==> config.mk <==
export PLATFORM = sky130hd
export DESIGN_NAME = multichannel_moving_average_flat
export DESIGN_NICKNAME = d
export VERILOG_FILES = /design/src/sv/mma_pkg.sv /design/src/sv/mma_in_if.sv /design/src/sv/mma_out_if.sv /design/src/sv/multichannel_moving_average.sv /design/src/sv/mma_div.sv /design/src/flat_wrapper.sv
export SDC_FILE = /design/constraint.sdc
export NUM_CORES = 2
export LEC_CHECK = 0
export BUFFER_PORTS_ARGS = -buffer_cell sky130_fd_sc_hd__buf_4
export CORE_UTILIZATION = 38
export DETAILED_ROUTE_END_ITERATION = 6
export PLACE_DENSITY = 0.62
export SYNTH_ARGS = -nofsm -noshare
export SYNTH_HDL_FRONTEND = slang
export SYNTH_SLANG_ARGS = --single-unit
==> constraint.sdc <==
create_clock -name clk -period 5.9 [get_ports clk]
set_clock_uncertainty 0.1 [all_clocks]
set_input_delay 0.885 -clock clk [delete_from_list [all_inputs] [get_ports clk]]
set_output_delay 0.885 -clock clk [all_outputs]
set_load 0.02 [all_outputs]
==> src/sv/mma_pkg.sv <==
package mma_pkg;

    // Block configuration
    localparam int CHANNELS   = 4;
    localparam int MAX_WINDOW = 16;

    // Field widths
    localparam int CH_W     = 2;
    localparam int SAMPLE_W = 16;
    localparam int WIN_W    = 5;
    localparam int SUM_W    = 21;

    // Derived sizes
    localparam int NUM_REGS = 4;
    localparam int DEPTH    = MAX_WINDOW * CHANNELS;
    localparam int ROW_W    = (MAX_WINDOW > 1) ? $clog2(MAX_WINDOW) : 1;
    localparam int ADDR_W   = $clog2(DEPTH);
    localparam int CIDX_W   = (CHANNELS > 1) ? $clog2(CHANNELS) : 1;
    localparam int CNT_W    = $clog2(SUM_W + 1);
    localparam int PADDR_W  = $clog2(NUM_REGS) + 2;
    localparam int PDATA_W  = 32;

    // Register indexes
    localparam logic [PADDR_W-3:0] REG_WIN_CH0 = 2'd0;
    localparam logic [PADDR_W-3:0] REG_WIN_CH1 = 2'd1;
    localparam logic [PADDR_W-3:0] REG_WIN_CH2 = 2'd2;
    localparam logic [PADDR_W-3:0] REG_WIN_CH3 = 2'd3;

    localparam logic [WIN_W-1:0] WIN_RESET = WIN_W'(1);

    // Saturation limits of the average
    localparam logic [SAMPLE_W-1:0] AVG_MAX = {1'b0, {(SAMPLE_W-1){1'b1}}};
    localparam logic [SAMPLE_W-1:0] AVG_MIN = {1'b1, {(SAMPLE_W-1){1'b0}}};

    typedef enum logic [2:0] {
        S_IDLE,
        S_READ,
        S_SUM,
        S_DIV,
        S_OUT
    } state_t;

    typedef struct packed {
        logic             start;
        logic [SUM_W-1:0] dividend;
        logic [WIN_W-1:0] divisor;
    } div_req_t;

    typedef struct packed {
        logic             done;
        logic [SUM_W-1:0] quotient;
    } div_resp_t;

endpackage

==> src/sv/mma_in_if.sv <==
interface mma_in_if import mma_pkg::*; ();

    logic                valid;
    logic                ready;
    logic [CH_W-1:0]     channel;
    logic [SAMPLE_W-1:0] sample;
    logic                row_end;
    logic                restart;

    modport source (output valid, output channel, output sample, output row_end,
                    output restart, input ready);
    modport sink   (input valid, input channel, input sample, input row_end,
                    input restart, output ready);

endinterface

==> src/sv/mma_out_if.sv <==
interface mma_out_if import mma_pkg::*; ();

    logic                valid;
    logic                ready;
    logic [CH_W-1:0]     channel_out;
    logic [SAMPLE_W-1:0] average;
    logic                row_end_out;

    modport source (output valid, output channel_out, output average,
                    output row_end_out, input ready);
    modport sink   (input valid, input channel_out, input average,
                    input row_end_out, output ready);

endinterface

==> src/sv/multichannel_moving_average.sv <==
// Moving average over the last W rows, per channel, of signed 16-bit samples.
// An item with a window above one goes from acceptance through the history
// read, the sum update, the bit-serial divider that produces one quotient bit
// per cycle, a step that takes the quotient and applies the sign, and the load
// of the output register; a window of 0 or 1, or a channel out of range, skips
// the divider. The input is ready again the cycle after the load, so a new
// item is taken only once the last one is through; a result still waiting in
// the output register holds the next one back at the load step. Window lengths
// are written through the APB port at byte address 4*channel; the user must
// write them only while idle, as the block itself does not enforce it.
// History entries carry valid bits, so reset and restart need no clearing pass.
module multichannel_moving_average import mma_pkg::*;
(
    input  logic               clk,
    input  logic               rst_n,
    input  logic               psel,
    input  logic               penable,
    input  logic               pwrite,
    input  logic [PADDR_W-1:0] paddr,
    input  logic [PDATA_W-1:0] pwdata,
    output logic [PDATA_W-1:0] prdata,
    output logic               pready,
    mma_in_if.sink             in_chan,
    mma_out_if.source          out_chan
);

    state_t state_reg;
    state_t state_next;

    logic [WIN_W-1:0]    win_reg [NUM_REGS];
    logic [SUM_W-1:0]    sum_reg [CHANNELS];
    logic [ROW_W-1:0]    ptr_reg;

    logic [SAMPLE_W-1:0] mem [DEPTH];
    logic [DEPTH-1:0]    vld_reg;
    logic [SAMPLE_W-1:0] rd_data_reg;
    logic                rd_vld_reg;

    logic [CH_W-1:0]     ch_reg;
    logic [SAMPLE_W-1:0] smp_reg;
    logic                row_end_reg;
    logic [WIN_W-1:0]    w_reg;
    logic                pass_reg;
    logic                ch_ok_reg;
    logic                neg_reg;
    logic [SAMPLE_W-1:0] result_reg;

    logic                out_valid_reg;
    logic [CH_W-1:0]     out_ch_reg;
    logic [SAMPLE_W-1:0] out_avg_reg;
    logic                out_row_end_reg;

    logic                in_fire;
    logic                load_out;
    logic                cfg_wr;
    logic [PADDR_W-3:0]  cfg_idx;

    logic [WIN_W-1:0]    win_sel;
    logic [WIN_W-1:0]    win_sat;
    logic                ch_ok;
    logic [ROW_W+1:0]    row_tmp;
    logic [ROW_W-1:0]    old_row;
    logic [ADDR_W-1:0]   rd_addr;
    logic [ADDR_W-1:0]   wr_addr;
    logic [CIDX_W-1:0]   sidx;
    logic [SUM_W-1:0]    old_ext;
    logic [SUM_W-1:0]    new_sum;
    logic [SUM_W-1:0]    new_mag;
    logic [SAMPLE_W-1:0] div_result;

    div_req_t  div_req;
    div_resp_t div_resp;

    mma_div u_div
    (
        .clk   (clk),
        .rst_n (rst_n),
        .req   (div_req),
        .resp  (div_resp)
    );

    // Configuration port
    assign pready  = 1'b1;
    assign cfg_idx = paddr[PADDR_W-1:2];
    assign cfg_wr  = psel && penable && pwrite;
    assign prdata  = PDATA_W'(win_reg[cfg_idx]);

    always_ff @(posedge clk or negedge rst_n)
    begin
        if (!rst_n)
        begin
            for (int i = 0; i < NUM_REGS; i++)
            begin
                win_reg[i] <= WIN_RESET;
            end
        end
        else if (cfg_wr)
        begin
            win_reg[cfg_idx] <= pwdata[WIN_W-1:0];
        end
    end

    // Handshakes
    assign in_fire              = in_chan.valid && in_chan.ready;
    assign in_chan.ready        = (state_reg == S_IDLE);
    assign out_chan.valid       = out_valid_reg;
    assign out_chan.channel_out = out_ch_reg;
    assign out_chan.average     = out_avg_reg;
    assign out_chan.row_end_out = out_row_end_reg;

    // Window lookup and saturation at acceptance
    always_comb
    begin
        win_sel = win_reg[in_chan.channel];
        if (int'(win_sel) > MAX_WINDOW)
        begin
            win_sat = WIN_W'(MAX_WINDOW);
        end
        else
        begin
            win_sat = win_sel;
        end
        ch_ok = (int'(in_chan.channel) < CHANNELS);
    end

    // Addresses of the leaving sample and of the new one
    always_comb
    begin
        row_tmp = (ROW_W+2)'(ptr_reg) + (ROW_W+2)'(MAX_WINDOW) - (ROW_W+2)'(w_reg);
        if (row_tmp >= (ROW_W+2)'(MAX_WINDOW))
        begin
            row_tmp = row_tmp - (ROW_W+2)'(MAX_WINDOW);
        end
        old_row = row_tmp[ROW_W-1:0];
        rd_addr = ADDR_W'(old_row) * ADDR_W'(CHANNELS) + ADDR_W'(ch_reg);
        wr_addr = ADDR_W'(ptr_reg) * ADDR_W'(CHANNELS) + ADDR_W'(ch_reg);
        sidx    = CIDX_W'(ch_reg);
    end

    // Running sum update and its magnitude for the divider
    always_comb
    begin
        old_ext = rd_vld_reg ? SUM_W'($signed(rd_data_reg)) : '0;
        new_sum = sum_reg[sidx] - old_ext + SUM_W'($signed(smp_reg));
        new_mag = new_sum[SUM_W-1] ? (~new_sum + 1'b1) : new_sum;
    end

    assign div_req.start    = (state_reg == S_SUM) && !pass_reg;
    assign div_req.dividend = new_mag;
    assign div_req.divisor  = w_reg;

    // Apply the sign and saturate the quotient
    always_comb
    begin
        if (neg_reg)
        begin
            if (div_resp.quotient > SUM_W'(AVG_MIN))
            begin
                div_result = AVG_MIN;
            end
            else
            begin
                div_result = SAMPLE_W'(~div_resp.quotient + 1'b1);
            end
        end
        else
        begin
            if (div_resp.quotient > SUM_W'(AVG_MAX))
            begin
                div_result = AVG_MAX;
            end
            else
            begin
                div_result = div_resp.quotient[SAMPLE_W-1:0];
            end
        end
    end

    // State register
    always_ff @(posedge clk or negedge rst_n)
    begin
        if (!rst_n)
        begin
            state_reg <= S_IDLE;
        end
        else
        begin
            state_reg <= state_next;
        end
    end

    // Next state and output load
    always_comb
    begin
        state_next = state_reg;
        load_out   = 1'b0;
        case (state_reg)
            S_IDLE:
            begin
                if (in_chan.valid)
                begin
                    state_next = S_READ;
                end
            end
            S_READ:
            begin
                state_next = S_SUM;
            end
            S_SUM:
            begin
                state_next = pass_reg ? S_OUT : S_DIV;
            end
            S_DIV:
            begin
                if (div_resp.done)
                begin
                    state_next = S_OUT;
                end
            end
            S_OUT:
            begin
                if (!out_valid_reg || out_chan.ready)
                begin
                    load_out   = 1'b1;
                    state_next = S_IDLE;
                end
            end
            default:
            begin
                state_next = S_IDLE;
            end
        endcase
    end

    // Control state: sums, ring pointer, valid bits, output valid
    always_ff @(posedge clk or negedge rst_n)
    begin
        if (!rst_n)
        begin
            for (int i = 0; i < CHANNELS; i++)
            begin
                sum_reg[i] <= '0;
            end
            ptr_reg       <= '0;
            vld_reg       <= '0;
            out_valid_reg <= 1'b0;
        end
        else
        begin
            // Clear history and sums on restart
            if (in_fire && in_chan.restart)
            begin
                for (int i = 0; i < CHANNELS; i++)
                begin
                    sum_reg[i] <= '0;
                end
                ptr_reg <= '0;
                vld_reg <= '0;
            end
            // Update sum, mark the stored entry and advance on row end
            if (state_reg == S_SUM)
            begin
                if (!pass_reg)
                begin
                    sum_reg[sidx] <= new_sum;
                end
                if (ch_ok_reg)
                begin
                    vld_reg[wr_addr] <= 1'b1;
                end
                if (row_end_reg)
                begin
                    if (ptr_reg == ROW_W'(MAX_WINDOW - 1))
                    begin
                        ptr_reg <= '0;
                    end
                    else
                    begin
                        ptr_reg <= ptr_reg + 1'b1;
                    end
                end
            end
            if (load_out)
            begin
                out_valid_reg <= 1'b1;
            end
            else if (out_chan.ready)
            begin
                out_valid_reg <= 1'b0;
            end
        end
    end

    // History memory: read the leaving sample, write the new one
    always_ff @(posedge clk)
    begin
        if (state_reg == S_READ)
        begin
            rd_data_reg <= mem[rd_addr];
            rd_vld_reg  <= vld_reg[rd_addr];
        end
        if ((state_reg == S_SUM) && ch_ok_reg)
        begin
            mem[wr_addr] <= smp_reg;
        end
    end

    // Item payload and result
    always_ff @(posedge clk)
    begin
        if (in_fire)
        begin
            ch_reg      <= in_chan.channel;
            smp_reg     <= in_chan.sample;
            row_end_reg <= in_chan.row_end;
            w_reg       <= win_sat;
            ch_ok_reg   <= ch_ok;
            pass_reg    <= !ch_ok || (win_sat <= WIN_W'(1));
        end
        if (state_reg == S_SUM)
        begin
            neg_reg    <= new_sum[SUM_W-1];
            result_reg <= smp_reg;
        end
        if ((state_reg == S_DIV) && div_resp.done)
        begin
            result_reg <= div_result;
        end
        if (load_out)
        begin
            out_ch_reg      <= ch_reg;
            out_avg_reg     <= result_reg;
            out_row_end_reg <= row_end_reg;
        end
    end

endmodule

==> src/sv/mma_div.sv <==
// Restoring divider, one quotient bit per cycle, unsigned operands.
module mma_div import mma_pkg::*;
(
    input  logic      clk,
    input  logic      rst_n,
    input  div_req_t  req,
    output div_resp_t resp
);

    logic             busy_reg;
    logic             done_reg;
    logic [CNT_W-1:0] cnt_reg;
    logic [SUM_W-1:0] dq_reg;
    logic [WIN_W-1:0] rem_reg;
    logic [WIN_W-1:0] dvs_reg;

    logic [WIN_W:0]   trial;
    logic             qbit;
    logic [WIN_W-1:0] rem_next;

    // Trial subtraction of the divisor from the shifted remainder
    always_comb
    begin
        trial = {rem_reg, dq_reg[SUM_W-1]};
        qbit  = (trial >= {1'b0, dvs_reg});
        if (qbit)
        begin
            rem_next = WIN_W'(trial - {1'b0, dvs_reg});
        end
        else
        begin
            rem_next = trial[WIN_W-1:0];
        end
    end

    // Control: count the steps and flag the last one
    always_ff @(posedge clk or negedge rst_n)
    begin
        if (!rst_n)
        begin
            busy_reg <= 1'b0;
            done_reg <= 1'b0;
            cnt_reg  <= '0;
        end
        else
        begin
            done_reg <= 1'b0;
            if (req.start)
            begin
                busy_reg <= 1'b1;
                cnt_reg  <= CNT_W'(SUM_W);
            end
            else if (busy_reg)
            begin
                cnt_reg <= cnt_reg - 1'b1;
                if (cnt_reg == CNT_W'(1))
                begin
                    busy_reg <= 1'b0;
                    done_reg <= 1'b1;
                end
            end
        end
    end

    // Datapath: shift quotient bits in as dividend bits leave
    always_ff @(posedge clk)
    begin
        if (req.start)
        begin
            dq_reg  <= req.dividend;
            rem_reg <= '0;
            dvs_reg <= req.divisor;
        end
        else if (busy_reg)
        begin
            dq_reg  <= {dq_reg[SUM_W-2:0], qbit};
            rem_reg <= rem_next;
        end
    end

    assign resp.done     = done_reg;
    assign resp.quotient = dq_reg;

endmodule

==> src/flat_wrapper.sv <==
// flat-port wrapper written by rule: the top's interface ports become plain ports
module multichannel_moving_average_flat import mma_pkg::*;
  (clk, rst_n, psel, penable, pwrite, paddr, pwdata, prdata, pready, in_chan_valid, in_chan_channel, in_chan_sample, in_chan_row_end, in_chan_restart, in_chan_ready, out_chan_valid, out_chan_channel_out, out_chan_average, out_chan_row_end_out, out_chan_ready);
  mma_in_if in_chan_i ();
  mma_out_if out_chan_i ();
  input  logic clk;
  input  logic rst_n;
  input  logic psel;
  input  logic penable;
  input  logic pwrite;
  input  logic [PADDR_W-1:0] paddr;
  input  logic [PDATA_W-1:0] pwdata;
  output logic [PDATA_W-1:0] prdata;
  output logic pready;
  input wire logic [$bits(in_chan_i.valid)-1:0] in_chan_valid;
  input wire logic [$bits(in_chan_i.channel)-1:0] in_chan_channel;
  input wire logic [$bits(in_chan_i.sample)-1:0] in_chan_sample;
  input wire logic [$bits(in_chan_i.row_end)-1:0] in_chan_row_end;
  input wire logic [$bits(in_chan_i.restart)-1:0] in_chan_restart;
  output wire logic [$bits(in_chan_i.ready)-1:0] in_chan_ready;
  output wire logic [$bits(out_chan_i.valid)-1:0] out_chan_valid;
  output wire logic [$bits(out_chan_i.channel_out)-1:0] out_chan_channel_out;
  output wire logic [$bits(out_chan_i.average)-1:0] out_chan_average;
  output wire logic [$bits(out_chan_i.row_end_out)-1:0] out_chan_row_end_out;
  input wire logic [$bits(out_chan_i.ready)-1:0] out_chan_ready;
  assign in_chan_i.valid = in_chan_valid;
  assign in_chan_i.channel = in_chan_channel;
  assign in_chan_i.sample = in_chan_sample;
  assign in_chan_i.row_end = in_chan_row_end;
  assign in_chan_i.restart = in_chan_restart;
  assign in_chan_ready = in_chan_i.ready;
  assign out_chan_valid = out_chan_i.valid;
  assign out_chan_channel_out = out_chan_i.channel_out;
  assign out_chan_average = out_chan_i.average;
  assign out_chan_row_end_out = out_chan_i.row_end_out;
  assign out_chan_i.ready = out_chan_ready;
  multichannel_moving_average u_core (.clk(clk), .rst_n(rst_n), .psel(psel), .penable(penable), .pwrite(pwrite), .paddr(paddr), .pwdata(pwdata), .prdata(prdata), .pready(pready), .in_chan(in_chan_i), .out_chan(out_chan_i));
endmodule
Word-level counts from Yosys, hierarchy flattened
Memories as Yosys holds them, arrays and structs flattened. A register that Yosys moved wholly into a read port is not among the register bits.
Index checks and enable logic that the tools add are counted.
Cells by class
  add/sub/neg operators: 12
  magnitude comparators: 14
  equality and inequality tests: 9
  mux-type cells: 59
  bitwise operators: 6
  reductions and logical operators: 17
Operators with widths (number)
  2-to-1 mux 84 bit: 3
  2-to-1 mux 21 bit: 7
  2-to-1 mux 64 bit: 2
  bitwise mux 84 bit: 1
  2-to-1 mux 16 bit: 5
  OR 64 bit: 1
  2-to-1 mux 5 bit: 9
  binary-select mux 21 bit (select 2 bit): 1
  demux 21 bit (select 2 bit): 1
  adder 21 x 1 -> 21 bit (second input constant): 1
  adder 21 bit: 1
  greater-than comparator 21 x 15 -> 1 bit (second input constant): 1
  greater-than comparator 21 x 16 -> 1 bit (second input constant): 1
  inverter 21 bit: 1
  subtractor 21 bit: 1
  binary-select mux 5 bit (select 2 bit): 2
  bitwise mux 20 bit: 1
  2-to-1 mux 4 bit: 5
  adder 16 x 1 -> 16 bit (second input constant): 1
  inverter 16 bit: 1
  case mux 3 bit (5 select lines): 1
  less-than comparator 6 x 7 -> 1 bit (second input constant): 2
  2-to-1 mux 1 bit: 14
  adder 6 x 2 -> 6 bit: 2
  31 further kinds: 52
Storage, ports and cells
  register bits after elaboration: 276
  RAM bits: 1024
  input bits: 63
  output and inout bits: 54
  logic and storage cells: 147
  memories kept: 1
Memory list
  u_core.mem: depth 64, bits a word 16, read ports 1, clocked after memory_dff 1, wr ports 1, RTL line multichannel_moving_average.sv:34  | logic [SAMPLE_W-1:0] mem [DEPTH];

Depth between registers and ports, before layout
  depth after elaboration: 10
  depth in mapped cells: 20
  depth with buffers taken out: 14

Cells and area by module
From an unflattened synthesis, not the netlist that was laid out.
Unflattened totals
  cells, all modules: 2829
  area total of the unflattened synthesis: 54375.9 sq um
Modules (own cells, without submodules)
  multichannel_moving_average: times used 1, cells an instance 2693, area an instance 52547.9 sq um, seq. area each 37501.0 sq um
  mma_div: times used 1, cells an instance 136, area an instance 1828.0 sq um, seq. area each 1056.0 sq um

Worst setup path after synthesis
No wires, ideal clock.
  path type: reg-to-reg
  start: register u_core.ch_reg[0]
  end: register u_core.u_div.dq_reg[19] (data pin)
  library setup time: 0.134 ns
  arrival time: 5.922 ns
  required time: 5.666 ns
  setup slack: -0.257 ns
  cell stages (with the launch flop): 19
  path buffers: 4
  period minus slack after synthesis: 6.157 ns
  path through: edfxtp_1 -> clkbuf_1 -> buf_1 -> buf_1 -> buf_1 -> mux4_2 -> inv_1 -> fa_1 -> inv_1 -> ha_1 -> and3_1 -> nor3b_2 -> o311ai_2 -> o311ai_2 -> or3_1 -> or4b_4 -> or4b_1 -> or3_1 -> nand3_1
Between the ends
  longest elaborated chain between the ends: 10
RTL lines
  start, declared: RTL line multichannel_moving_average.sv:39  | logic [CH_W-1:0] ch_reg;
  start signal, assigned: RTL line multichannel_moving_average.sv:313  | ch_reg <= in_chan.channel;
  inverter 2 -> 3 bit (implied by the code) (*): RTL line multichannel_moving_average.sv:144  | new_sum = sum_reg[sidx] - old_ext + SUM_W'($signed(smp_reg));
  binary-select mux 21 bit (select 2 bit) (*): RTL line multichannel_moving_average.sv:144
  2-to-1 mux 21 bit (implied by the code) (*) (2 in a row): RTL line multichannel_moving_average.sv:144
  subtractor 21 bit (*): RTL line multichannel_moving_average.sv:144
  adder 21 bit (*): RTL line multichannel_moving_average.sv:144
  inverter 21 bit: RTL line multichannel_moving_average.sv:145  | new_mag = new_sum[SUM_W-1] ? (~new_sum + 1'b1) : new_sum;
  adder 21 x 1 -> 21 bit: RTL line multichannel_moving_average.sv:145
  2-to-1 mux 21 bit (*): RTL line multichannel_moving_average.sv:145
  2-to-1 mux 21 bit (*): RTL line mma_div.sv:68  | if (req.start)
  end signal, assigned: RTL line mma_div.sv:70  | dq_reg <= req.dividend;
  end signal, assigned: RTL line mma_div.sv:76  | dq_reg <= {dq_reg[SUM_W-2:0], qbit};
  end, declared: RTL line mma_div.sv:13  | logic [SUM_W-1:0] dq_reg;
Mark *: on every way between the ends. The rest lies on a longest branch, timed or not. The select of a mux whose other input is x is not followed.
A chain may end at the register's enable or synchronous reset.

Worst setup path after layout
  start: register u_core.ch_reg[1]
  end: register u_core.u_div.dq_reg[19] (data pin)
The elaborated chain is that of the path after synthesis.

==> summary.txt <==
Initial antenna violation count: 5
Yosys reg bits: 1316
Fillers: 12100
Total CTS buffers: 137
Sequential cell fraction of total power: 37.4%
Floorplan row count: 138
Tmin final: 5.44 ns
Clock share of power: 26.2%
Post-route DRC: 0
Total power: 31.5 mW
Final HPWL DP: 74000 microns
Worst setup margin: 0.456 ns
Internal: 20.6 mW
Ys async rst share: 13.9%
I/O pin cnt: 117
Cells after synthesis: 2823
Post_cts resized: 0
Final wirelength: 125000 microns
Crit. End Element: flip-flop
Post-synthesis sequential area ratio: 71.2%
Worst hold margin: 0.217 ns
Vias in the first global route: 27259
Clock Sink Count: 1316
H-tree levels: 4
Period Utilization, post-route: 92.3%
CTS Buffer Depth: 3
Leakage: 21.6 nW
Antenna Nets Post-Route: 0
Logic gate share of total power: 36.4%
Postcts setup bufs: 0
Sw Ratio: 34.6%
Bufs and invs on worst path: 4
Vias per cell: 5.40
RSZ-0062 raised after global routing: false
Final Max Tran Viols: 0
CORE AREA: 0.141 sq mm
Achievable frequency: 184 MHz
PwrDens: 509 mW/mm^2
Crit-path cells: buf_4, mux4_2, inv_1, fa_1, inv_1, ha_1, a21oi_1, o21ai_0, a21o_1, a2111oi_0, buf_4, xnor2_1, nor2_1, or4b_1, or3_1, nand3_1
Vias: 27064
Pin count of the biggest net entering global routing: 158
Pre-CTS setup slack: 0.522 ns
Clk root buf: clkbuf_16
Psw: 10.9 mW
Die ar.: 0.144 sq mm
Critical path arrival: 5.96 ns
Worst slew pin tran: 1.14 ns
Starting Density: 38.3%
Post-layout util: 43.8%
Max-cap viol count: 0
Avg Inst Size Synth: 19.2 sq um
Primary FF master, synth: edfxtp_1
WL per Instance: 24.9 microns
1st-pass router iterations: 5
Area grow syn2layout: 14.5%
Delay of the slowest cell on the worst path: 0.89 ns
Hold Fails Final Rpt: 0
Nets: 3141
Die width: 379 microns
Clock slew at reported path FFs: 0.06 ns
Synth unique cells: 78
CP max FO: 14
Flop2flop setup slack: 0.46 ns
Clock latency on the worst-skew pair: 0.75 ns
CP max-delay cell: edfxtp_1
Worst hold path type: in2reg
Iter 0 DRT Violations: 2505
Post-route setup TNS: 0 ns
I/O Buffers: 59
Max-slew headroom: 23.5%
First-pass GRT wire length: 184000 microns
Layout cells sized above 1: 27.7%
Status: finished clean
Worst path required time: 6.41 ns
Total gr overflow: 0
Max FFs per register: 1024
Syn. warnings: 0
VDD IR max: 0.510 mV
Overall Global Routing Usage: 17.5%
WS Path Type: reg2reg
Routability cong.: 0.890
Largest delay share family, worst path: compound AO/OA/AOI/OAI gates
CTS tree: built
# setup viols final: 0
Post-synth EDFFs: 1128
Mapped Area: 0.0541 sq mm
Startpoint Class: flip-flop
Die Height: 379 microns
layout make-up:
type,instances,area (sq um),area share (%)
Sequential cell,1316,38600,62.2
Timing Repair Buffer,205,1750,2.82
Antenna cell,1,2.50,0.00404
Clock buffer,175,3700,5.98
Multi-Input combinational cell,1256,14600,23.6
Inverter,105,394,0.636
Clock inverter,68,599,0.967
Tap cell,1890,2360,3.82
metal layers:
layer / GRT usage (%) / vias up / part of all wire, %
li1: - / 11714 / -
met1: 24.3 / 14303 / 43
met2: 27.7 / 889 / 48
met3: 4.08 / 156 / 7.2
met4: 4.85 / 2 / 1.9
met5: 0 / - / 0.0072
synthesized netlist by cell type (36+ instances only):
master | instances | area, sq um
a22o_1 | 64 | 561
clkbuf_1 | 103 | 387
buf_1 | 36 | 135
edfxtp_1 | 1128 | 33900
mux4_2 | 371 | 8360
nand2_1 | 97 | 364
dfrtp_1 | 179 | 4480
nor2_1 | 111 | 417
inv_1 | 104 | 390
mux2_2 | 37 | 417
a21o_1 | 73 | 548
o21ai_0 | 91 | 455
worst register-to-register path: stages, from the launching register on:
cell and delay [ns]:
edfxtp_1 0.89, buf_4 0.33, mux4_2 0.33, inv_1 0.17
fa_1 0.44, inv_1 0.07, ha_1 0.28, a21oi_1 0.15
o21ai_0 0.23, a21o_1 0.24, a2111oi_0 0.71, buf_4 0.24
xnor2_1 0.16, nor2_1 0.13, or4b_1 0.45, or3_1 0.32
nand3_1 0.08
stage by stage:
step / instance area [sq um] / cells
5_1_grt: 62000 / 5015
3_5_place_dp: 57700 / 4771
4_1_cts: 62000 / 5015
2_1_floorplan: 54200 / 2849
6_report: 62000 / 5016
3_3_place_gp: 57700 / 4771
path summary, 6_finish.rpt:
check,from,to,depth (start not counted)
max in group asynchronous,rst_n,u_core.vld_reg[46],3
setup / recovery,u_core.ch_reg[1],u_core.u_div.dq_reg[19],16
min in group asynchronous,rst_n,u_core.sum_reg[53],2
setup reg to reg,u_core.ch_reg[1],u_core.u_div.dq_reg[19],16
hold / removal,in_chan_row_end,u_core.row_end_reg,1
hold reg to reg,u_core.result_reg[1],u_core.out_chan.average[1],0
power by group through the flow:
stage	combinational [mW]	sequential, mW	clock, mW
after floorplan	7.23	12.0	0
after global placement	11.4	12.0	0
after detailed placement	11.5	12.0	0
after CTS	11.5	11.8	8.46
after global routing	12.4	11.9	8.78
final	11.5	11.8	8.26
logic make-up (layout without fill, tap and decap cells):
family                   count (synthesis)  count (layout)  synth area share, %
buffers and inverters                  277             553                 2.20
AND/OR/NAND/NOR                        358             358                 3.20
AO/OA/AOI/OAI                          340             340                 4.40
flip-flops                            1316            1316                 71.2
other                                    2              29               0.0139
adder cells (fa/ha/maj)                 57              57                 1.62
XOR/XNOR                                43              43                0.696
multiplexers                           430             430                 16.6
what timing repair did:
action	in CTS	in global routing
endpoints found under the setup margin	0	0
endpoints found under the hold margin	26	0
hold buffers	1	0
cells in the final DEF, fill, tap and decap left out, drive strengths merged, types with 35 or more instances in the layout:
cell       n
edfxtp  1128
mux4     371
buf      203
dfrtp    179
clkbuf   176
nor2     111
inv      110
nand2     97
o21ai     93
a21o      73
a22o      68
clkinv    52
mux2      37
a21oi     36
ha        35
No activity file was read; power rests on OpenSTA's default activity.
